### src/design/cwss_pkg.sv
// Shared types, constants and codes for the context-matched weight set selector.
package cwss_pkg;

    localparam int NUM_SETS = 10;
    localparam int SET_W    = (NUM_SETS > 1) ? $clog2(NUM_SETS) : 1;
    localparam int NUM_BYTES = 6;
    localparam int DIST_W   = 19;
    localparam int WT_W     = 20;
    localparam int RATE_W   = 16;
    localparam int CFG_W    = 19;
    localparam int CFG_IDX_W = 2;

    localparam logic [DIST_W-1:0] DIST_INIT  = '1;
    localparam logic [WT_W-1:0]   WT_ONE     = 20'd65536;
    localparam logic [WT_W-1:0]   WT_MAX     = 20'd655360;
    localparam logic [7:0]        FREE_BYTE  = 8'd128;

    localparam logic [RATE_W-1:0] LEARN_RATE_RST = 16'd66;
    localparam logic [DIST_W-1:0] MATCH_RST      = 19'd90000;
    localparam logic [DIST_W-1:0] NEW_CTX_RST    = 19'd250000;

    localparam logic [CFG_IDX_W-1:0] CFG_LEARN_RATE = 2'd0;
    localparam logic [CFG_IDX_W-1:0] CFG_MATCH_DIST = 2'd1;
    localparam logic [CFG_IDX_W-1:0] CFG_NEW_DIST   = 2'd2;

    typedef logic [SET_W-1:0] set_idx_t;
    typedef logic [NUM_BYTES-1:0][7:0] ctx_vec_t;

    localparam ctx_vec_t CTX_FREE = {NUM_BYTES{FREE_BYTE}};

    typedef enum logic [1:0] {
        ACT_SELECT   = 2'd0,
        ACT_UPDATE   = 2'd1,
        ACT_FILL_WT  = 2'd2,
        ACT_FILL_CTX = 2'd3
    } action_t;

    typedef enum logic [1:0] {
        KIND_MATCH   = 2'd0,
        KIND_NEUTRAL = 2'd1,
        KIND_NEW     = 2'd2,
        KIND_NONE    = 2'd3
    } kind_t;

    typedef enum logic [2:0] {
        ST_IDLE,
        ST_SCAN,
        ST_UPD_MUL,
        ST_UPD_ADD,
        ST_FILL_WT,
        ST_FILL_CTX,
        ST_FINISH
    } state_t;

    // Token that travels down the row of cells during a select.
    typedef struct packed {
        logic              valid;
        ctx_vec_t          query;
        logic [DIST_W-1:0] best_dist;
        set_idx_t          best_idx;
        logic              free_found;
        set_idx_t          free_idx;
    } scan_t;

    // Write command from the controller to the row of cells.
    typedef struct packed {
        logic            ctx_we_all;
        logic            ctx_we_one;
        logic            wt_we_all;
        logic            wt_we_one;
        set_idx_t        slot;
        ctx_vec_t        ctx_data;
        logic [WT_W-1:0] wt_data;
    } wr_cmd_t;

    // Per-cell write enables and data after slot decoding.
    typedef struct packed {
        logic            ctx_we;
        logic            wt_we;
        ctx_vec_t        ctx_data;
        logic [WT_W-1:0] wt_data;
    } cell_cmd_t;

endpackage

### src/design/cwss_ctrl.sv
// Sequencer of the selector: configuration registers, decision, weight update and result words.
module cwss_ctrl
(
    input  logic                               clk,
    input  logic                               rst_n,
    input  logic                               start,
    output logic                               busy,
    input  logic [1:0]                         action,
    input  cwss_pkg::ctx_vec_t                 query,
    input  logic signed [7:0]                  reward_value,
    input  logic [cwss_pkg::WT_W-1:0]          weight_fill,
    input  logic [7:0]                         feature_fill,
    input  logic                               cfg_valid,
    input  logic [cwss_pkg::CFG_IDX_W-1:0]     cfg_index,
    input  logic [cwss_pkg::CFG_W-1:0]         cfg_data,
    output cwss_pkg::scan_t                    launch,
    input  cwss_pkg::scan_t                    chain_end,
    input  logic [cwss_pkg::WT_W-1:0]          weight_rd,
    output cwss_pkg::wr_cmd_t                  wr_cmd,
    output cwss_pkg::set_idx_t                 cur_set,
    output logic                               done,
    output logic [5:0]                         selected_set,
    output logic [1:0]                         match_kind,
    output logic [cwss_pkg::WT_W-1:0]          current_weight,
    output logic [cwss_pkg::DIST_W-1:0]        best_dist_sq
);

    cwss_pkg::state_t                state_reg, state_next;
    cwss_pkg::kind_t                 kind_reg;
    logic [cwss_pkg::DIST_W-1:0]     best_reg;
    cwss_pkg::set_idx_t              cur_set_reg;
    logic signed [7:0]               reward_reg;
    logic [cwss_pkg::WT_W-1:0]       fill_wt_reg;
    logic [7:0]                      fill_ctx_reg;
    logic signed [42:0]              prod_reg;
    logic [cwss_pkg::RATE_W-1:0]     learn_rate_reg;
    logic [cwss_pkg::DIST_W-1:0]     match_dist_reg;
    logic [cwss_pkg::DIST_W-1:0]     new_dist_reg;
    logic                            done_reg;
    logic [5:0]                      sel_out_reg;
    cwss_pkg::kind_t                 kind_out_reg;
    logic [cwss_pkg::WT_W-1:0]       wt_out_reg;
    logic [cwss_pkg::DIST_W-1:0]     dist_out_reg;

    logic                            accept;
    cwss_pkg::kind_t                 dec_kind;
    cwss_pkg::set_idx_t              dec_slot;
    logic signed [25:0]              wt_diff;
    logic signed [26:0]              wt_step;
    logic signed [27:0]              wt_sum;
    logic [cwss_pkg::WT_W-1:0]       wt_new;

    assign busy   = (state_reg != cwss_pkg::ST_IDLE);
    assign accept = start && !busy;

    // Outcome of a select once the token leaves the last cell.
    always_comb
    begin
        dec_slot = chain_end.free_found ? chain_end.free_idx : '0;
        priority if (chain_end.best_dist <= match_dist_reg)
        begin
            dec_kind = cwss_pkg::KIND_MATCH;
        end
        else if (chain_end.best_dist < new_dist_reg)
        begin
            dec_kind = cwss_pkg::KIND_NEUTRAL;
        end
        else
        begin
            dec_kind = cwss_pkg::KIND_NEW;
        end
    end

    // Update arithmetic: the top bits of the product are the arithmetic shift by 16.
    assign wt_diff = $signed({{2{reward_reg[7]}}, reward_reg, 16'b0})
                   - $signed({6'b0, weight_rd});
    assign wt_step = prod_reg[42:16];
    assign wt_sum  = 28'(wt_step) + $signed({8'b0, weight_rd});

    always_comb
    begin
        priority if (wt_sum < 0)
        begin
            wt_new = '0;
        end
        else if (wt_sum > $signed({8'b0, cwss_pkg::WT_MAX}))
        begin
            wt_new = cwss_pkg::WT_MAX;
        end
        else
        begin
            wt_new = wt_sum[cwss_pkg::WT_W-1:0];
        end
    end

    always_comb
    begin
        state_next = state_reg;
        unique case (state_reg)
            cwss_pkg::ST_IDLE:
            begin
                if (accept)
                begin
                    unique case (cwss_pkg::action_t'(action))
                        cwss_pkg::ACT_SELECT:   state_next = cwss_pkg::ST_SCAN;
                        cwss_pkg::ACT_UPDATE:   state_next = cwss_pkg::ST_UPD_MUL;
                        cwss_pkg::ACT_FILL_WT:  state_next = cwss_pkg::ST_FILL_WT;
                        cwss_pkg::ACT_FILL_CTX: state_next = cwss_pkg::ST_FILL_CTX;
                        default:                state_next = cwss_pkg::ST_IDLE;
                    endcase
                end
            end
            cwss_pkg::ST_SCAN:
            begin
                if (chain_end.valid)
                begin
                    state_next = cwss_pkg::ST_FINISH;
                end
            end
            cwss_pkg::ST_UPD_MUL:  state_next = cwss_pkg::ST_UPD_ADD;
            cwss_pkg::ST_UPD_ADD:  state_next = cwss_pkg::ST_FINISH;
            cwss_pkg::ST_FILL_WT:  state_next = cwss_pkg::ST_FINISH;
            cwss_pkg::ST_FILL_CTX: state_next = cwss_pkg::ST_FINISH;
            cwss_pkg::ST_FINISH:   state_next = cwss_pkg::ST_IDLE;
            default:               state_next = cwss_pkg::ST_IDLE;
        endcase
    end

    always_comb
    begin
        launch            = '0;
        launch.valid      = accept && (cwss_pkg::action_t'(action) == cwss_pkg::ACT_SELECT);
        launch.query      = query;
        launch.best_dist  = cwss_pkg::DIST_INIT;

        wr_cmd          = '0;
        wr_cmd.slot     = cur_set_reg;
        wr_cmd.ctx_data = chain_end.query;
        wr_cmd.wt_data  = cwss_pkg::WT_ONE;
        unique case (state_reg)
            cwss_pkg::ST_SCAN:
            begin
                if (chain_end.valid)
                begin
                    if (dec_kind == cwss_pkg::KIND_NEUTRAL)
                    begin
                        wr_cmd.wt_we_one = 1'b1;
                    end
                    else if (dec_kind == cwss_pkg::KIND_NEW)
                    begin
                        wr_cmd.slot       = dec_slot;
                        wr_cmd.ctx_we_one = 1'b1;
                        wr_cmd.wt_we_one  = 1'b1;
                    end
                end
            end
            cwss_pkg::ST_UPD_ADD:
            begin
                wr_cmd.wt_we_one = 1'b1;
                wr_cmd.wt_data   = wt_new;
            end
            cwss_pkg::ST_FILL_WT:
            begin
                wr_cmd.wt_we_all = 1'b1;
                wr_cmd.wt_data   = fill_wt_reg;
            end
            cwss_pkg::ST_FILL_CTX:
            begin
                wr_cmd.ctx_we_all = 1'b1;
                wr_cmd.ctx_data   = {cwss_pkg::NUM_BYTES{fill_ctx_reg}};
            end
            default:
            begin
            end
        endcase
    end

    always_ff @(posedge clk or negedge rst_n)
    begin
        if (!rst_n)
        begin
            state_reg      <= cwss_pkg::ST_IDLE;
            cur_set_reg    <= '0;
            done_reg       <= 1'b0;
            learn_rate_reg <= cwss_pkg::LEARN_RATE_RST;
            match_dist_reg <= cwss_pkg::MATCH_RST;
            new_dist_reg   <= cwss_pkg::NEW_CTX_RST;
        end
        else
        begin
            state_reg <= state_next;
            done_reg  <= (state_reg == cwss_pkg::ST_FINISH);
            if (cfg_valid)
            begin
                if (cfg_index == cwss_pkg::CFG_LEARN_RATE)
                begin
                    learn_rate_reg <= cfg_data[cwss_pkg::RATE_W-1:0];
                end
                if (cfg_index == cwss_pkg::CFG_MATCH_DIST)
                begin
                    match_dist_reg <= cfg_data;
                end
                if (cfg_index == cwss_pkg::CFG_NEW_DIST)
                begin
                    new_dist_reg <= cfg_data;
                end
            end
            if ((state_reg == cwss_pkg::ST_SCAN) && chain_end.valid)
            begin
                if (dec_kind == cwss_pkg::KIND_MATCH)
                begin
                    cur_set_reg <= chain_end.best_idx;
                end
                else if (dec_kind == cwss_pkg::KIND_NEW)
                begin
                    cur_set_reg <= dec_slot;
                end
            end
        end
    end

    always_ff @(posedge clk)
    begin
        if (accept)
        begin
            kind_reg     <= cwss_pkg::KIND_NONE;
            best_reg     <= '0;
            reward_reg   <= reward_value;
            fill_wt_reg  <= weight_fill;
            fill_ctx_reg <= feature_fill;
        end
        if ((state_reg == cwss_pkg::ST_SCAN) && chain_end.valid)
        begin
            kind_reg <= dec_kind;
            best_reg <= chain_end.best_dist;
        end
        if (state_reg == cwss_pkg::ST_UPD_MUL)
        begin
            prod_reg <= $signed({1'b0, learn_rate_reg}) * wt_diff;
        end
        if (state_reg == cwss_pkg::ST_FINISH)
        begin
            sel_out_reg  <= 6'(cur_set_reg);
            kind_out_reg <= kind_reg;
            wt_out_reg   <= weight_rd;
            dist_out_reg <= best_reg;
        end
    end

    assign cur_set        = cur_set_reg;
    assign done           = done_reg;
    assign selected_set   = sel_out_reg;
    assign match_kind     = kind_out_reg;
    assign current_weight = wt_out_reg;
    assign best_dist_sq   = dist_out_reg;

endmodule

### config.mk
export PLATFORM = sky130hd
export DESIGN_NAME = cwss_ctrl
export DESIGN_NICKNAME = d
export VERILOG_FILES = /design/src/design/cwss_pkg.sv /design/src/design/cwss_ctrl.sv
export SDC_FILE = /design/constraint.sdc
export NUM_CORES = 1
export LEC_CHECK = 0
export BUFFER_PORTS_ARGS = -buffer_cell sky130_fd_sc_hd__buf_2
export CAP_MARGIN = 20
export CORE_MARGIN = 2
export CORE_UTILIZATION = 50
export CTS_CLUSTER_SIZE = 25
export DETAILED_ROUTE_END_ITERATION = 10
export GPL_TIMING_DRIVEN = 0
export MAX_ROUTING_LAYER = met4
export PLACE_DENSITY = 0.72
export SLEW_MARGIN = 20
export SYNTH_ARGS = -nofsm -noshare
export SYNTH_HDL_FRONTEND = slang
export SYNTH_SLANG_ARGS = --single-unit
### constraint.sdc
create_clock -name clk -period 23 [get_ports clk]
set_input_delay 1.15 -clock clk [delete_from_list [all_inputs] [get_ports clk]]
set_output_delay 1.15 -clock clk [all_outputs]
set_load 0.03 [all_outputs]
Word level (Yosys, flattened, before mapping)
Index checks and enable logic that the tools add are counted.
{ "classes": {"addsub": 2, "mul": 1, "magnitude_cmp": 4, "eq_ne": 15, "n_mux": 29, "n_reduce_logical": 17} }
{ "op_table": {"columns": ["op", "n"], "rows": [
  ["$mux 48", 1],
  ["$mul 17x25->42", 1],
  ["$mux 20", 2],
  ["$pmux 20 s2", 1],
  ["$mux 19", 2],
  ["$add 26x21->27", 1],
  ["$gt 27x21->1 const B", 1],
  ["$lt 27x1->1 const B", 1],
  ["$sub 24x21->25", 1],
  ["$pmux 3 s4", 2],
  ["$mux 4", 5],
  ["$le 19x19->1", 1],
  ["$lt 19x19->1", 1],
  ["$mux 5", 2],
  ["$reduce_and 2->1", 5],
  ["$eq 3x3->1 const B", 3],
  ["$eq 2x2->1 const B", 4],
  ["$mux 2", 4],
  ["$mux 1", 7],
  ["$eq 2x1->1 const B", 3],
  ["$eq 3x2->1 const B", 2],
  ["$logic_not 2->1", 3],
  ["$mux 3", 2],
  ["$ne 2x2->1 const B", 2],
  ["8 further kinds", 11]
]} }
{ "word_totals": {"regBits": 206, "output_inout_bits": 206, "word_cells": 84} }

Depth between registers and ports, before layout
{ "logic_depth": {"word_depth": 8, "depth_mapped": 34, "ltp_nobuf": 32} }

Worst setup path before layout
No wires, ideal clock.
{ "synth_path": {"path_kind": "input port to flip-flop", "from": "input port weight_rd[0] in the netlist's numbering", "to": "register prod_reg[41] (netlist name)", "t_arrival_ns": 8.718, "setup_slack_ns": 14.022, "stages": 34, "path_cell_list": "clkbuf_1 > inv_1 > ha_1 > nand3b_1 > nor4_4 > a31o_2 > a21oi_2 > nor2b_1 > o21a_1 > or4_2 > o21bai_2 > buf_2 > nand2_1 > fa_1 > inv_1 > fa_1 > clkbuf_1 > xnor2_1 > xnor2_1 > fa_1 > fa_1 > inv_1 > fa_1 > inv_1 > ha_1 > a21o_1 > a21oi_1 > o21bai_1 > a211oi_1 > o21ba_2 > o41ai_2 > a21oi_1 > o21bai_1 > xnor2_1"} }
{ "synth_between": {"elab_chain_cells": 2} }
{ "synth_rtl": {"columns": ["element", "line", "source"], "rows": [
  ["start, declared", "cwss_ctrl.sv:18", "input logic [cwss_pkg::WT_W-1:0] weight_rd,"],
  ["$sub 24x21->25", "cwss_ctrl.sv:76", "- $signed({6'b0, weight_rd});"],
  ["$mul 17x25->42", "cwss_ctrl.sv:239", "prod_reg <= $signed({1'b0, learn_rate_reg}) * wt_diff;"]
]} }
No other way between the ends.
A chain may end at the register's enable or synchronous reset.

Worst setup path after layout
{ "layout_path": {"from": "input port weight_rd[6] in the netlist's numbering", "to": "register prod_reg[41] (netlist name)"} }
{ "layout_between": {"elab_chain_cells": 2} }
{ "layout_rtl": {"columns": ["element", "line"], "rows": [
  ["$sub 24x21->25", "cwss_ctrl.sv:76"],
  ["$mul 17x25->42", "cwss_ctrl.sv:239"]
]} }
No other way between the ends.

==> out/qor.yml <==
gr-usage-met1: 0.385
antenna_found_initial: 5
synth-xor-area-share: 0.0283
pin_count: 414
multi_input_area_um2: 16300
cts_hold_buf: 0
post_cts_resized: 0
max_freq_mhz: 90.5
period_needed_ns: 11.05
insertion_delay_ns: 0.47
path_clk_slew_ns: 0.08
layout.cells.most_common: "inv_1"
use_met2: 0.500
rsz0062_at_grt: "false"
grt_max_degree: 48
largest_reg_flops: 26
grt_first_pass_wirelength_um: 112000
first_iter_violations: 1475
htreeDepth: 4
final_cell_mix: "inv_1, nand2_1, fa_1"
die_y_um: 225
dieArea_um2: 50500
drive_gt1_frac: 0.200
grt_pass1_vias: 19400
async_flop_share: 0.326
via_per_inst: 5.36
yosysSeqAreaShare: 0.222
cts.sinks: 190
syn_area_um2: 24400
regToRegSetupSlack_ns: 13.58
synth_edf_count: 128
synth.distinct_cells: 81
drv_cap: 0
worstPathMaxFanout: 10
avgSynthCellArea_um2: 9.85
drcViolationCount: 6
finClkSkew_ns: 0.0113
synthesis.instances: 2474
die_w_um: 225
fin_setup_tns_ns: 0
areaGrowthSynthToFinish_pct: 13.6
vias: 18700
post_cts_buffers: 0
use_met3: 0.0473
max_slew_margin: 0.183
setup_viol: 0
start_util: 0.508
grt-ovfl-total: 0
register_area_um2: 5420
status: "complete, but fails checks"
yosys.area_share.simple: 0.140
hpwlAfterDp_um: 61400
hold_path.class: "reg2reg"
clk_path_buf_depth: 2
start_kind: "input pin"
cts-root-buf: "clkbuf_16"
synth_top_family_by_area: "adder cells"
portBuffers: 335
finalHoldViolCount: 0
drv_slew: 0
fp-row-count: 80
ant_nets: 0
cts_tree: "yes"
grt_busiest_layer: "met2"
fill_cells: 4147
synthFlopType: "edfxtp_1"
yosys_warnings: 0
worstMarginPinSlew_ns: 1.22
muxShareOfSynthArea: 0.0268
gr-usage-all-layers: 0.303
wl_per_cell_um: 20.8
crit_required_ns: 23.19
numCtsBuffers: 17
first_pass_iters: 11
core_area_um2: 47900
layout_worst_path_cycle_share: 0.480
ys_ff_latch: 190
worstSetupPathType: "in2reg"
synth_fa_ha_area_frac: 0.404
violations: "design-rule violations"
routed_wl_um: 72800
gp_congestion: 0.996
synth_compound_area_frac: 0.0634
cp.arrival_ns: 11.24
cp-end-kind: "flop"
nets: 3621
-- cell families (layout without fill, tap and decap cells) --
family,count (synthesis),after routing
DFF,190,190
buffers and inverters,664,1036
adders and majority gates,557,557
and+or+nand+nor,712,712
other,2,33
muxes,58,58
xor gates and xnor gates,78,78
AOI/OAI and AO/OA,213,213
-- through the flow --
step	hold slack, ns	utilization	setup slack, ns	area (um^2)	cells
global placement	0.401	0.561	11.48	26900	3452
global route	0.429	0.577	11.54	27700	3491
detailed placement	0.405	0.564	11.62	27000	3457
floorplan	0.400	-	14.02	24500	2502
CTS	0.424	0.577	12.07	27700	3489
finish	0.423	0.577	11.95	27700	3492
-- cells in the mapped netlist (44+ instances only) --
library cell	n	area share
and2_1	192	0.049
a21oi_1	53	0.011
nor2_1	44	0.0068
inv_1	501	0.077
clkbuf_1	73	0.011
xnor2_1	56	0.020
dfrtp_1	44	0.045
fa_1	384	0.32
nand2_1	384	0.059
mux2_2	58	0.027
edfxtp_1	128	0.16
ha_1	168	0.086
buf_4	78	0.024
-- worst paths after layout --
check | start | endpoint | cells after the start
max | weight_rd[6] | prod_reg[41]$_DFFE_PN_ | 28
min | best_reg[3]$_SDFFCE_PN0P_ | best_dist_sq[3]$_DFFE_PP_ | 0
max reg2reg | reward_reg[0]$_DFFE_PP_ | prod_reg[41]$_DFFE_PN_ | 24
min reg2reg | best_reg[3]$_SDFFCE_PN0P_ | best_dist_sq[3]$_DFFE_PP_ | 0
max in group asynchronous | rst_n | new_dist_reg[17]$_DFFE_PN1P_ | 2
min in group asynchronous | rst_n | new_dist_reg[8]$_DFFE_PN0P_ | 1
-- routing by layer --
layer / up-vias / wire (um)
met5: - / 0
met4: 0 / 2410
met3: 124 / 5950
met2: 822 / 35600
met1: 9465 / 28900
li1: 8319 / -
-- critical path, cell delays in order --
cell	delay (ns)
buf_2	0.17
or4_1	0.61
or3_4	0.40
nor4_4	0.38
nand2_1	0.12
xnor2_1	0.74
clkbuf_1	0.53
nand2_1	0.17
fa_1	0.54
fa_1	0.65
fa_1	0.47
fa_1	0.56
inv_1	0.06
fa_1	0.48
inv_1	0.05
fa_1	0.47
inv_1	0.05
ha_1	0.52
nand4_1	0.14
nor2_1	0.25
nand3_1	0.13
o32ai_2	0.47
o21ai_1	0.34
o41a_1	0.64
o41ai_2	0.47
a21oi_1	0.17
o21bai_1	0.18
xnor2_1	0.30
-- final cells by class --
type,count,area share
inverters,502,0.0681
diodes,3,0.000271
flip-flops and latches,190,0.196
clock inverters,15,0.00759
well taps,615,0.0278
clock buffers,17,0.0154
multi-input cells,1648,0.588
plain buffers,162,0.0331
repair buffers,340,0.0638
Power is not shown: default switching activity piles up to over one toggle a cycle in this logic, so the estimate is an artifact.
