===== src/design/cwss_pkg.sv =====
// Shared types, constants and codes for the context-matched weight set selector.
package cwss_pkg;

    localparam int NUM_SETS = 10;
    localparam int SET_W    = (NUM_SETS > 1) ? $clog2(NUM_SETS) : 1;
    localparam int NUM_BYTES = 6;
    localparam int DIST_W   = 19;
    localparam int WT_W     = 20;
    localparam int RATE_W   = 16;
    localparam int CFG_W    = 19;
    localparam int CFG_IDX_W = 2;

    localparam logic [DIST_W-1:0] DIST_INIT  = '1;
    localparam logic [WT_W-1:0]   WT_ONE     = 20'd65536;
    localparam logic [WT_W-1:0]   WT_MAX     = 20'd655360;
    localparam logic [7:0]        FREE_BYTE  = 8'd128;

    localparam logic [RATE_W-1:0] LEARN_RATE_RST = 16'd66;
    localparam logic [DIST_W-1:0] MATCH_RST      = 19'd90000;
    localparam logic [DIST_W-1:0] NEW_CTX_RST    = 19'd250000;

    localparam logic [CFG_IDX_W-1:0] CFG_LEARN_RATE = 2'd0;
    localparam logic [CFG_IDX_W-1:0] CFG_MATCH_DIST = 2'd1;
    localparam logic [CFG_IDX_W-1:0] CFG_NEW_DIST   = 2'd2;

    typedef logic [SET_W-1:0] set_idx_t;
    typedef logic [NUM_BYTES-1:0][7:0] ctx_vec_t;

    localparam ctx_vec_t CTX_FREE = {NUM_BYTES{FREE_BYTE}};

    typedef enum logic [1:0] {
        ACT_SELECT   = 2'd0,
        ACT_UPDATE   = 2'd1,
        ACT_FILL_WT  = 2'd2,
        ACT_FILL_CTX = 2'd3
    } action_t;

    typedef enum logic [1:0] {
        KIND_MATCH   = 2'd0,
        KIND_NEUTRAL = 2'd1,
        KIND_NEW     = 2'd2,
        KIND_NONE    = 2'd3
    } kind_t;

    typedef enum logic [2:0] {
        ST_IDLE,
        ST_SCAN,
        ST_UPD_MUL,
        ST_UPD_ADD,
        ST_FILL_WT,
        ST_FILL_CTX,
        ST_FINISH
    } state_t;

    // Token that travels down the row of cells during a select.
    typedef struct packed {
        logic              valid;
        ctx_vec_t          query;
        logic [DIST_W-1:0] best_dist;
        set_idx_t          best_idx;
        logic              free_found;
        set_idx_t          free_idx;
    } scan_t;

    // Write command from the controller to the row of cells.
    typedef struct packed {
        logic            ctx_we_all;
        logic            ctx_we_one;
        logic            wt_we_all;
        logic            wt_we_one;
        set_idx_t        slot;
        ctx_vec_t        ctx_data;
        logic [WT_W-1:0] wt_data;
    } wr_cmd_t;

    // Per-cell write enables and data after slot decoding.
    typedef struct packed {
        logic            ctx_we;
        logic            wt_we;
        ctx_vec_t        ctx_data;
        logic [WT_W-1:0] wt_data;
    } cell_cmd_t;

endpackage


===== src/design/cwss_cell.sv =====
// One slot of the selector: stored context and weight, plus one step of the nearest search.
module cwss_cell
(
    input  logic                               clk,
    input  logic                               rst_n,
    input  cwss_pkg::set_idx_t                 slot,
    input  cwss_pkg::cell_cmd_t                cmd,
    input  cwss_pkg::scan_t                    scan_in,
    output cwss_pkg::scan_t                    scan_out,
    output logic [cwss_pkg::WT_W-1:0]          weight
);

    cwss_pkg::ctx_vec_t              ctx_reg;
    logic [cwss_pkg::WT_W-1:0]       wt_reg;
    cwss_pkg::scan_t                 scan_reg;
    cwss_pkg::scan_t                 scan_next;
    logic [cwss_pkg::DIST_W-1:0]     dist_sum;
    logic                            is_free;

    always_comb
    begin
        logic [7:0]  ad;
        logic [15:0] sq;
        dist_sum = '0;
        for (int j = 0; j < cwss_pkg::NUM_BYTES; j++)
        begin
            ad = (ctx_reg[j] >= scan_in.query[j]) ? (ctx_reg[j] - scan_in.query[j])
                                                  : (scan_in.query[j] - ctx_reg[j]);
            sq = ad * ad;
            dist_sum = dist_sum + cwss_pkg::DIST_W'(sq);
        end
    end

    assign is_free = (ctx_reg == cwss_pkg::CTX_FREE);

    // Strictly smaller keeps the earliest slot on a tie.
    always_comb
    begin
        scan_next = scan_in;
        if (dist_sum < scan_in.best_dist)
        begin
            scan_next.best_dist = dist_sum;
            scan_next.best_idx  = slot;
        end
        if (!scan_in.free_found && is_free)
        begin
            scan_next.free_found = 1'b1;
            scan_next.free_idx   = slot;
        end
    end

    always_ff @(posedge clk or negedge rst_n)
    begin
        if (!rst_n)
        begin
            ctx_reg  <= cwss_pkg::CTX_FREE;
            wt_reg   <= cwss_pkg::WT_ONE;
            scan_reg <= '0;
        end
        else
        begin
            scan_reg <= scan_next;
            if (cmd.ctx_we)
            begin
                ctx_reg <= cmd.ctx_data;
            end
            if (cmd.wt_we)
            begin
                wt_reg <= cmd.wt_data;
            end
        end
    end

    assign scan_out = scan_reg;
    assign weight   = wt_reg;

endmodule


===== config.mk =====
export PLATFORM = sky130hd
export DESIGN_NAME = cwss_cell
export DESIGN_NICKNAME = d
export VERILOG_FILES = /design/src/design/cwss_pkg.sv /design/src/design/cwss_cell.sv
export SDC_FILE = /design/constraint.sdc
export NUM_CORES = 1
export LEC_CHECK = 0
export BUFFER_PORTS_ARGS = -buffer_cell sky130_fd_sc_hd__buf_2
export CORE_MARGIN = 5
export CORE_UTILIZATION = 25
export CTS_CLUSTER_SIZE = 12
export DETAILED_ROUTE_END_ITERATION = 6
export PLACE_DENSITY = 0.42
export SETUP_SLACK_MARGIN = 0.5
export SLEW_MARGIN = 20
export SYNTH_ARGS = -nofsm -noshare
export SYNTH_HDL_FRONTEND = slang
export SYNTH_SLANG_ARGS = --single-unit

===== constraint.sdc =====
create_clock -name clk -period 15.7 [get_ports clk]
set_input_delay 0.785 -clock clk [delete_from_list [all_inputs] [get_ports clk]]
set_output_delay 0.785 -clock clk [all_outputs]
set_load 0.02 [all_outputs]

After elaboration in Yosys (flattened, before gate mapping)
Index checks and enable logic that the tools add are counted.
W data, S select, Z words.
{ "totals": {"output_inout_bits": 97, "word_cells": 59, "latch_bits": 0, "inputBits": 153, "n_memories": 0, "mem_bits_rw": 0, "regBits": 145, "romBits": 0} }
{ "op_classes": {"n_mul": 6, "bitwise_logic": 0, "mux": 8, "div": 0, "n_reduce_logical": 2, "eq_ne": 1, "add_sub_neg": 17, "shifts": 0, "n_lt_le_gt_ge": 7} }
{ "ops": {"columns": ["op", "n"], "rows": [
  ["$mul A8 B8 Y16", 6],
  ["$sub A8 B8 Y8", 12],
  ["$eq A48 B48 Y1 const B", 1],
  ["$ge A8 B8 Y1", 6],
  ["$mux W8", 6],
  ["$add A19 B16 Y19", 2],
  ["$mux W23", 1],
  ["$add A18 B16 Y19", 1],
  ["$lt A19 B19 Y1", 1],
  ["$add A17 B16 Y18", 1],
  ["$add A16 B16 Y17", 1],
  ["$mux W5", 1],
  ["$logic_and A1 B1 Y1", 1],
  ["$logic_not A1 Y1", 1]
]} }

Longest topological paths before layout
Gate-level depths: netlist of the first run.
{ "logic_depth": {"word_depth": 10, "depth_mapped": 44, "mapped_depth_nobuf": 42} }

Worst setup path after synthesis of the first run
Ideal clock, no wire load.
{ "synth_timing": {"path_kind": "input -> register", "from": "input port scan_in[44] (netlist name)", "to": "register scan_reg (netlist bit scan_out[10])", "arrival_time_ps": 11048, "path_stages": 37, "setup_time_ps": 125, "required_ps": 15575, "slack_ps": 4527, "n_path_buf": 1, "path_cell_list": "ha_1 > inv_1 > fa_1 > a21o_2 > a211o_1 > a221oi_4 > mux2i_1 > xor2_1 > nor2_1 > fa_1 > inv_1 > fa_1 > inv_1 > fa_1 > fa_1 > fa_1 > fa_1 > fa_1 > fa_1 > inv_1 > fa_1 > inv_1 > ha_1 > a211oi_1 > o21bai_1 > a221oi_1 > nand2b_1 > a21oi_1 > xnor2_1 > ha_1 > nand2_1 > or4_1 > a31oi_1 > nor3_1 > o21ai_1 > buf_2 > mux2_2"} }
{ "synth_lines": {"columns": ["item", "line", "text"], "rows": [
  ["start: declaration", "cwss_cell.sv:8", "input cwss_pkg::scan_t scan_in,"],
  ["end signal: assignment", "cwss_cell.sv:62", "scan_reg <= scan_next;"],
  ["end: declaration", "cwss_cell.sv:15", "cwss_pkg::scan_t scan_reg;"]
]} }

==> results of run 1 <==
logic make-up after synthesis:
family	Yosys count	synth area share (%)
flip-flops	145	18.4
XOR/XNOR	60	2.89
adder cells (fa/ha/maj)	548	46.3
buffers and inverters	563	10.9
AND/OR/NAND/NOR	352	8.33
AO/OA/AOI/OAI	260	8.48
multiplexers	85	4.68
how the worst max path moves through the flow:
stage	from	endpoint	slack, ns	depth (start not counted)
after floorplan	scan_in[44]	scan_out[10]	4.53	37
after global placement	scan_in[44]	scan_out[21]	2.44	36
after detailed placement	scan_in[44]	scan_out[19]	2.71	36
after CTS	ctx_reg[16]	scan_out[8]	3.01	37
after global routing	ctx_reg[16]	scan_out[8]	2.36	37
final	ctx_reg[16]	scan_out[19]	3.13	37
synth_stat cells (3+ instances only):
library cell,count
nor2b_1,7
xnor2_2,6
buf_2,15
clkbuf_1,23
or2_1,3
a21oi_1,74
o21a_1,5
xnor2_1,34
inv_1,521
nand2b_1,25
mux2_2,56
a21o_1,40
and3_1,5
a211o_1,3
nor4b_1,3
fa_1,303
nand2_1,82
mux2i_1,28
and2_1,4
dfrtp_1,138
or3_1,3
a311oi_1,4
xor2_1,20
nand4_1,11
nand3_1,12
nor2_1,147
o21bai_1,16
a211oi_1,9
nor4_1,10
dfstp_2,7
o21ba_2,3
ha_1,245
nor3_1,6
a31oi_1,6
a21boi_0,3
o21ai_0,68
and4_1,7
or2_2,18
a221oi_1,5
worst max-delay path, delay by kind of cell, from the launching register on:
kind            cells  cell delay (ns)
fa+ha+maj          13             5.67
compound gates      9             2.97
simple gates        5             1.03
xor+xnor            2             0.93
mux                 2             0.71
buf+inv             6             0.67
flops               1             0.42
layout by cell type, fill, tap and decap left out, types with 6 or more instances in the layout:
master,count
nand4_1,11
dfrtp_1,138
nor2_1,147
xor2_1,20
or2_2,18
nand3_1,12
and4_1,7
a31oi_1,6
xnor2_2,7
a21o_1,40
fa_1,303
o21bai_1,16
dfstp_2,7
mux2_2,56
a211oi_1,9
o21ai_0,68
clkbuf_16,17
ha_1,245
nor4_1,9
mux2i_1,28
xnor2_1,33
buf_2,247
nand2_1,82
nor3_1,6
nand2b_1,25
inv_1,521
nor2b_1,7
a21oi_1,74
buf_4,17
layout make-up:
cell class,instances,area [um^2]
Tap cell,1050,1310
Multi-Input combinational cell,1305,14000
Sequential cell,145,3640
Clock inverter,13,173
Fill cell,8452,55700
Clock buffer,19,453
Timing Repair Buffer,265,1380
Inverter,523,1960
per-layer routing:
metal  GRT usage, %  up-vias
met1           17.2     6945
met3           2.46       50
met5              0        -
li1               -     6727
met4           4.93        0
met2           23.1      215
per-stage QoR:
step / worst slack, ns / utilization [%] / cells / hold slack (ns)
finish: 3.13 / 29.1 / 3320 / 0.226
global placement: 2.44 / 28.3 / 3288 / 0.485
floorplan: 4.53 / - / 2013 / 0.489
detailed placement: 2.71 / 28.3 / 3288 / 0.491
global route: 2.36 / 29.1 / 3320 / 0.236
CTS: 3.01 / 29.1 / 3320 / 0.212
==> impl_metrics.env, run 1 <==
export IMPL_timing_fmax_ghz=0.0796
export IMPL_area_delta_synth_final_pct=16.1
export IMPL_overflow=0
export IMPL_syn_num_nets=2714
export IMPL_fin_skew_ns=0.0368
export IMPL_setup_viol=0
export IMPL_min_path_type="input port to async pin"
export IMPL_rr_endpoint="scan_out[19]"
export IMPL_vias_per_cell=4.20
export IMPL_critPathMaxStageDelay_ns=0.82
export IMPL_outcome="complete, no violations"
export IMPL_synth_seq_area_share_pct=18.4
export IMPL_start_util_pct=25.1
export IMPL_clockBufferDepth=2
export IMPL_cts_root_buf="clkbuf_16"
export IMPL_synth_edf_count=0
export IMPL_cts_hold_buf=0
export IMPL_fp_dieH_um=291
export IMPL_cp_common_cell="fa_1"
export IMPL_r2r_start="ctx_reg[16]"
export IMPL_die_w_um=291
export IMPL_drtPass1Iterations=5
export IMPL_yosysWarnings=0
export IMPL_synth_top_cell_area_share_pct=30.8
export IMPL_dpl_cell_area_um2=22300
export IMPL_grt_pass1_wl_um=89600
export IMPL_pin_count=250
export IMPL_cp_max_fo=23
export IMPL_async_flop_share_pct=100
export IMPL_cts_num_sinks=145
export IMPL_largest_reg_flops=77
export IMPL_grt_total_usage_pct=13.5
export IMPL_wl_per_cell_um=16.9
export IMPL_routabilityCongestion=0.901
export IMPL_die_area_um2=84600
export IMPL_regToRegSetupSlack_ns=3.13
export IMPL_yosys_top_cells_area="fa_1 (31%), dfrtp_1 (18%), ha_1 (16%)"
export IMPL_io_buffers=249
export IMPL_coreArea_um2=78600
export IMPL_ant_nets=0
export IMPL_antenna_found_initial=1
export IMPL_finalWorstPathRequiredPeriod_ns=12.57
export IMPL_finalNetCount=2958
export IMPL_syn_area_um2=19700
export IMPL_rows=103
export IMPL_fin_area_um2=22900
export IMPL_cts_tree="done"
export IMPL_wl_met1_um=24600
export IMPL_drtIter0Drc=635
export IMPL_worstSetupStartpointType="register"
export IMPL_grt_pass1_vias=15562
export IMPL_syn_inst=2013
export IMPL_rsz0062_at_grt="false"
export IMPL_reg2regPathDepth=37
export IMPL_finalCritPeriodShare_pct=80.0
export IMPL_wl_met2_um=28000
export IMPL_synth_ff_type="dfrtp_1"
export IMPL_synth_top_area_cell="fa_1"
export IMPL_worst_pin_slew_ns=1.11
export IMPL_diodes=0
export IMPL_crit_required_ns=16.06
export IMPL_totalWireLength_um=56200
export IMPL_maxSlewViolCount=0
export IMPL_grt_max_degree=91
export IMPL_cts_resized=0
export IMPL_relSlewSlack_pct=25.5
export IMPL_synth_seq_cells=145
export IMPL_topRoutingLayerUsed="met4"
export IMPL_final_setup_tns_ns=0
export IMPL_syn_area_per_cell_um2=9.80
export IMPL_clk_latency_ns=0.50
export IMPL_vias=13937
export IMPL_arrival_ns=12.93
export IMPL_route_detailed_drc=0
export IMPL_cpMaxStageDelayCell="xor2_1"
export IMPL_finalHoldViolCount=0
export IMPL_post_cts_buffers=0
export IMPL_path_class="register to register"
export IMPL_drive_gt1_share_pct=18.0
export IMPL_cts_made_buffers=17
export IMPL_htreeDepth=4
export IMPL_drv_cap=0
export IMPL_wl_met3_um=1970
export IMPL_synth_cell_type_count=66
export IMPL_endpoint_kind="register"
export IMPL_cts_clk_slew_worst_paths_ns=0.07
export IMPL_dp_hpwl_um=49300
Power of run 1 is left out: the tool's default activity adds up to more than one toggle a clock period on the data nets, which glitch-free logic cannot reach.
==> run 2, diff against run 1 <==
==> constraint.sdc (replaced) <==
create_clock -name clk -period 12.2 [get_ports clk]
set_input_delay 0.61 -clock clk [delete_from_list [all_inputs] [get_ports clk]]
set_output_delay 0.61 -clock clk [all_outputs]
set_load 0.02 [all_outputs]
==> run 2 against run 1 <==
Global-route usage barely moved. Sequential share of layout area fell by 0.22 points. Utilization rose by 0.41 points. Critical path depth did not move. Worst hold slack got worse by 0.0043 ns. Clock skew fell by 0.020 ns. Final cell count rose by 1.1%. Non-clock buffer count rose by 36. Maximum frequency rose by 12%. Final area rose by 1.4%. Flip-flop and latch count did not move. Die area did not move. Critical path type unchanged. Largest cell class unchanged.
==> impl_metrics.env, run 2 (synthesized netlist as in run 1, its figures left out) <==
export IMPL_outcome="complete, no violations"
export IMPL_overflow=0
export IMPL_utilization_pct=29.5
export IMPL_final_cell_mix="inv_1 (521), fa_1 (303), buf_2 (247), ha_1 (245), nor2_1 (147)"
export IMPL_timing_fmax_ghz=0.0890
export IMPL_area_delta_synth_final_pct=17.7
export IMPL_fin_skew_ns=0.0173
export IMPL_min_path_type="input port to register"
export IMPL_clk_latency_ns=0.49
export IMPL_worstSetupStartpointType="register"
export IMPL_coreArea_um2=78600
export IMPL_dpl_worst_slack_ns=0.495
export IMPL_antenna_found_initial=3
export IMPL_grt_max_degree=91
export IMPL_fin_ws_ns=0.959
export IMPL_crit_required_ns=12.56
export IMPL_die_area_um2=84600
export IMPL_drtIter0Drc=624
export IMPL_setup_viol=0
export IMPL_die_w_um=291
export IMPL_dp_hpwl_um=49900
export IMPL_endpoint_kind="register"
export IMPL_clockBufferDepth=2
export IMPL_finalWorstPathRequiredPeriod_ns=11.24
export IMPL_rows=103
export IMPL_diodes=0
export IMPL_routabilityCongestion=0.833
export IMPL_cts_tree="done"
export IMPL_maxSlewViolCount=0
export IMPL_route_detailed_drc=0
export IMPL_top_usage_layer="met2"
export IMPL_finalCritPeriodShare_pct=92.1
export IMPL_path_class="register to register"
export IMPL_dpl_cell_area_um2=22500
export IMPL_grt_use_met1_pct=17.3
export IMPL_grt_pass1_wl_um=89500
export IMPL_critPathMaxStageDelay_ns=0.56
export IMPL_arrival_ns=11.60
export IMPL_ant_nets=0
export IMPL_htreeDepth=4
export IMPL_pin_count=250
export IMPL_finalNetCount=2994
export IMPL_drtPass1Iterations=5
export IMPL_relSlewSlack_pct=19.5
export IMPL_drive_gt1_share_pct=19.5
export IMPL_multi_input_area_um2=14000
export IMPL_cts_made_buffers=17
export IMPL_rsz0062_at_grt="false"
export IMPL_cp_common_cell="fa_1"
export IMPL_io_buffers=249
export IMPL_drv_cap=0
export IMPL_worst_pin_slew_ns=1.20
export IMPL_totalWireLength_um=56600
export IMPL_nFillCells=8428
export IMPL_vias=14217
export IMPL_cts_root_buf="clkbuf_16"
export IMPL_grt_total_usage_pct=13.5
export IMPL_grt_pass1_vias=15619
export IMPL_cp_max_fo=23
export IMPL_met3_usage_pct=2.04
export IMPL_cts_num_sinks=145
export IMPL_fp_dieH_um=291
export IMPL_wl_per_cell_um=16.9
export IMPL_layout_commonest_cell="inv_1"
export IMPL_finalHoldViolCount=0
export IMPL_final_setup_tns_ns=0
export IMPL_vias_per_cell=4.24
export IMPL_use_met2_pct=24.3
export IMPL_cpMaxStageDelayCell="fa_1"
export IMPL_regArea_um2=3640
export IMPL_start_util_pct=25.1
export IMPL_cts_clk_slew_worst_paths_ns=0.07
export IMPL_fin_area_um2=23200
export IMPL_largest_reg_flops=77
==> run 2: cell types whose count changed in the layout (fill, tap and decap cells not counted), moves of 2 or more <==
| cell | change |
|---|---|
| buf_4 | +34 |
| inv_6 | -4 |
| clkbuf_1 | +2 |
| clkbuf_8 | -2 |
| clkinv_2 | +2 |
| clkinv_4 | +2 |
| xor2_1 | -2 |
| xor2_2 | +2 |
==> run 2: stage by stage <==
stage                     hold WS, ns  std cells
after floorplan                 0.314       2013
after global placement          0.485       3315
after detailed placement        0.491       3315
after CTS                       0.165       3348
after global routing            0.182       3356
final                           0.222       3356
==> run 2: cell type report <==
class | instances | share of cell area [%]
Multi-Input combinational cell | 1305 | 60.4
Sequential cell | 145 | 15.7
Inverter | 523 | 8.46
Timing Repair Buffer | 301 | 7.15
Tap cell | 1050 | 5.66
Clock buffer | 19 | 1.86
Clock inverter | 13 | 0.808
==> run 2: path summary, 6_finish.rpt <==
path | startpoint | to | slack [ns] | cells after the start
setup / recovery | ctx_reg[16] | scan_out[14] | 0.96 | 37
hold / removal | scan_in[76] | scan_out[76] | 0.22 | 1
setup reg to reg | ctx_reg[16] | scan_out[14] | 0.96 | 37
min in group asynchronous | rst_n | scan_out[31] | 0.58 | 2
hold reg to reg | weight[9] | weight[9] | 0.50 | 1
max in group asynchronous | rst_n | ctx_reg[16] | 10.37 | 3
==> run 2: metal layers <==
metal / share of wire [%] / vias up / wire (um)
li1: - / 6810 / -
met1: 44 / 7171 / 24900
met2: 52 / 204 / 29500
met3: 2.7 / 30 / 1530
met4: 1.2 / 2 / 660
met5: 0.023 / - / 13
==> run 2: what timing repair did <==
| action | CTS | global route |
|---|---|---|
| pin swaps | 0 | 3 |
| gates resized for setup | 1 | 9 |
| endpoints found under the setup margin | 15 | 23 |
| gates cloned | 0 | 0 |
| hold buffers | 1 | 0 |
| hold endpoints to repair | 24 | 0 |
| setup buffers | 0 | 8 |
==> run 2: worst max-delay path: cells and delay by family, from the launching register on <==
kind / cells / cell delay, ns
fa+ha+maj: 13 / 5.70
compound gates: 9 / 2.32
simple gates: 5 / 1.13
mux: 2 / 0.68
buf+inv: 6 / 0.51
flops: 1 / 0.49
xor+xnor: 2 / 0.29
Power of run 2 is left out for the same reason.
==> run 3, diff against run 2 <==
--- a/config.mk
+++ b/config.mk
@@ -6,11 +6,14 @@
 export NUM_CORES = 1
 export LEC_CHECK = 0
 export BUFFER_PORTS_ARGS = -buffer_cell sky130_fd_sc_hd__buf_2
+export CAP_MARGIN = 20
+export CELL_PAD_IN_SITES_DETAIL_PLACEMENT = 1
+export CELL_PAD_IN_SITES_GLOBAL_PLACEMENT = 1
 export CORE_MARGIN = 5
 export CORE_UTILIZATION = 25
 export CTS_CLUSTER_SIZE = 12
 export DETAILED_ROUTE_END_ITERATION = 6
-export PLACE_DENSITY = 0.42
+export PLACE_DENSITY = 0.5
 export SETUP_SLACK_MARGIN = 0.5
 export SLEW_MARGIN = 20
 export SYNTH_ARGS = -nofsm -noshare
==> run 3 against run 2 <==
Count of clock-buffer cells in the layout up 2. Flip-flop and latch count unchanged. Via count up 0.60%. Register-to-register slack better by 0.099 ns. Utilization about the same. Global-route usage up 0.54 points. Non-clock buffer count up 3. Final area about the same. Critical endpoint is now scan_out[8]. Die area unchanged. Clock skew about the same. Final cell count about the same.
==> impl_metrics.env, run 3 (synthesized netlist as in run 1, its figures left out) <==
export IMPL_cts_tree="done"
export IMPL_totalWireLength_um=59100
export IMPL_wl_met3_um=1250
export IMPL_fin_ws_ns=1.06
export IMPL_stdcell_count=3359
export IMPL_rsz0062_at_grt="false"
export IMPL_rows=103
export IMPL_crit_required_ns=12.56
export IMPL_cts_num_sinks=145
export IMPL_routabilityCongestion=0.812
export IMPL_coreArea_um2=78600
export IMPL_antenna_found_initial=1
export IMPL_vias=14302
export IMPL_topRoutingLayerUsed="met4"
export IMPL_arrival_ns=11.50
export IMPL_cts_clk_slew_worst_paths_ns=0.06
export IMPL_io_buffers=249
export IMPL_finalWorstPathRequiredPeriod_ns=11.14
export IMPL_area_delta_synth_final_pct=17.8
export IMPL_fin_skew_ns=0.0177
export IMPL_final_cell_mix="inv_1 (521), fa_1 (303), buf_2 (247), ha_1 (245), nor2_1 (147)"
export IMPL_route_detailed_drc=0
export IMPL_cpMaxStageDelayCell="fa_1"
export IMPL_drive_gt1_share_pct=19.7
export IMPL_die_area_um2=84600
export IMPL_r2r_start="ctx_reg[0]"
export IMPL_reg2regPathDepth=39
export IMPL_fp_dieH_um=291
export IMPL_crit_cells=39
export IMPL_cts_root_buf="clkbuf_16"
export IMPL_finalCritPeriodShare_pct=91.3
export IMPL_dpl_worst_slack_ns=0.454
export IMPL_grt_max_degree=91
export IMPL_largest_reg_flops=77
export IMPL_timing_fmax_ghz=0.0898
export IMPL_endpoint_kind="register"
export IMPL_worstSetupStartpointType="register"
export IMPL_vias_per_cell=4.26
export IMPL_htreeDepth=4
export IMPL_wl_met2_um=30400
export IMPL_ant_nets=0
export IMPL_place_inst=3318
export IMPL_finalNetCount=2997
export IMPL_grt_pass1_vias=16451
export IMPL_wl_per_cell_um=17.6
export IMPL_drtIter0Drc=338
export IMPL_clk_latency_ns=0.49
export IMPL_min_path_type="input port to async pin"
export IMPL_setup_viol=0
export IMPL_cts_hold_buf=0
export IMPL_cp_max_fo=23
export IMPL_outcome="complete, no violations"
export IMPL_start_util_pct=25.1
export IMPL_die_w_um=291
export IMPL_path_buf_inv=7
export IMPL_maxSlewViolCount=0
export IMPL_relSlewSlack_pct=39.1
export IMPL_cp_common_cell="fa_1"
export IMPL_overflow=0
export IMPL_fin_hold_ws_ns=0.0647
export IMPL_path_class="register to register"
export IMPL_grt_pass1_wl_um=93300
export IMPL_cts_made_buffers=17
export IMPL_layout_commonest_cell="inv_1"
export IMPL_clockBufferDepth=2
export IMPL_final_setup_tns_ns=0
export IMPL_dp_hpwl_um=52800
export IMPL_cp_top_family="adder cells"
export IMPL_critPathMaxStageDelay_ns=0.58
export IMPL_crit_start="ctx_reg[0]"
export IMPL_worst_pin_slew_ns=0.887
export IMPL_drv_cap=0
export IMPL_diodes=0
export IMPL_drtPass1Iterations=4
export IMPL_wl_met1_um=26200
export IMPL_grt_total_usage_pct=14.1
export IMPL_finalHoldViolCount=0
export IMPL_pin_count=250
## run 3: cell types whose count changed in the layout (fill, tap and decap cells not counted), sizes merged
cell	before	now
inv	524	525
dlygate4sd3	1	0
clkinvlp	3	1
clkinv	5	6
clkbuf	19	21
buf	300	304
bufinv	4	2
## run 3: timing repair
action	in CTS	in global routing
resized for setup	0	13
buffers inserted	0	9
setup endpoints to repair	0	23
## run 3: layout make-up
| cell class | instances | area, um^2 |
|---|---|---|
| fill | 9191 | 55400 |
| clock inverter | 11 | 126 |
| inverter | 523 | 1960 |
| sequential | 145 | 3640 |
| timing repair buffer | 304 | 1690 |
| clock buffer | 21 | 470 |
| multi-input combinational | 1305 | 14000 |
| tap | 1050 | 1310 |
## run 3: through the flow
step | util, % | cell area, um^2
after floorplan | - | 19700
after global placement | 28.6 | 22500
after detailed placement | 28.6 | 22500
after CTS | 29.4 | 23100
after global routing | 29.6 | 23200
final | 29.6 | 23200
## run 3: path summary, 6_finish.rpt
check	to	slack, ns
hold reg to reg	weight[14]	0.50
hold / removal	ctx_reg[1]	0.06
setup reg to reg	scan_out[8]	1.06
min in group clk	scan_out[76]	0.22
max in group asynchronous	ctx_reg[19]	10.39
setup / recovery	scan_out[8]	1.06
## run 3: routing by layer
layer / GRT usage (%) / vias up
met3: 2.08 / 32
met4: 4.11 / 0
met5: 0 / -
li1: - / 6801
met1: 17.9 / 7325
met2: 24.9 / 144
Power of run 3 is left out for the same reason.
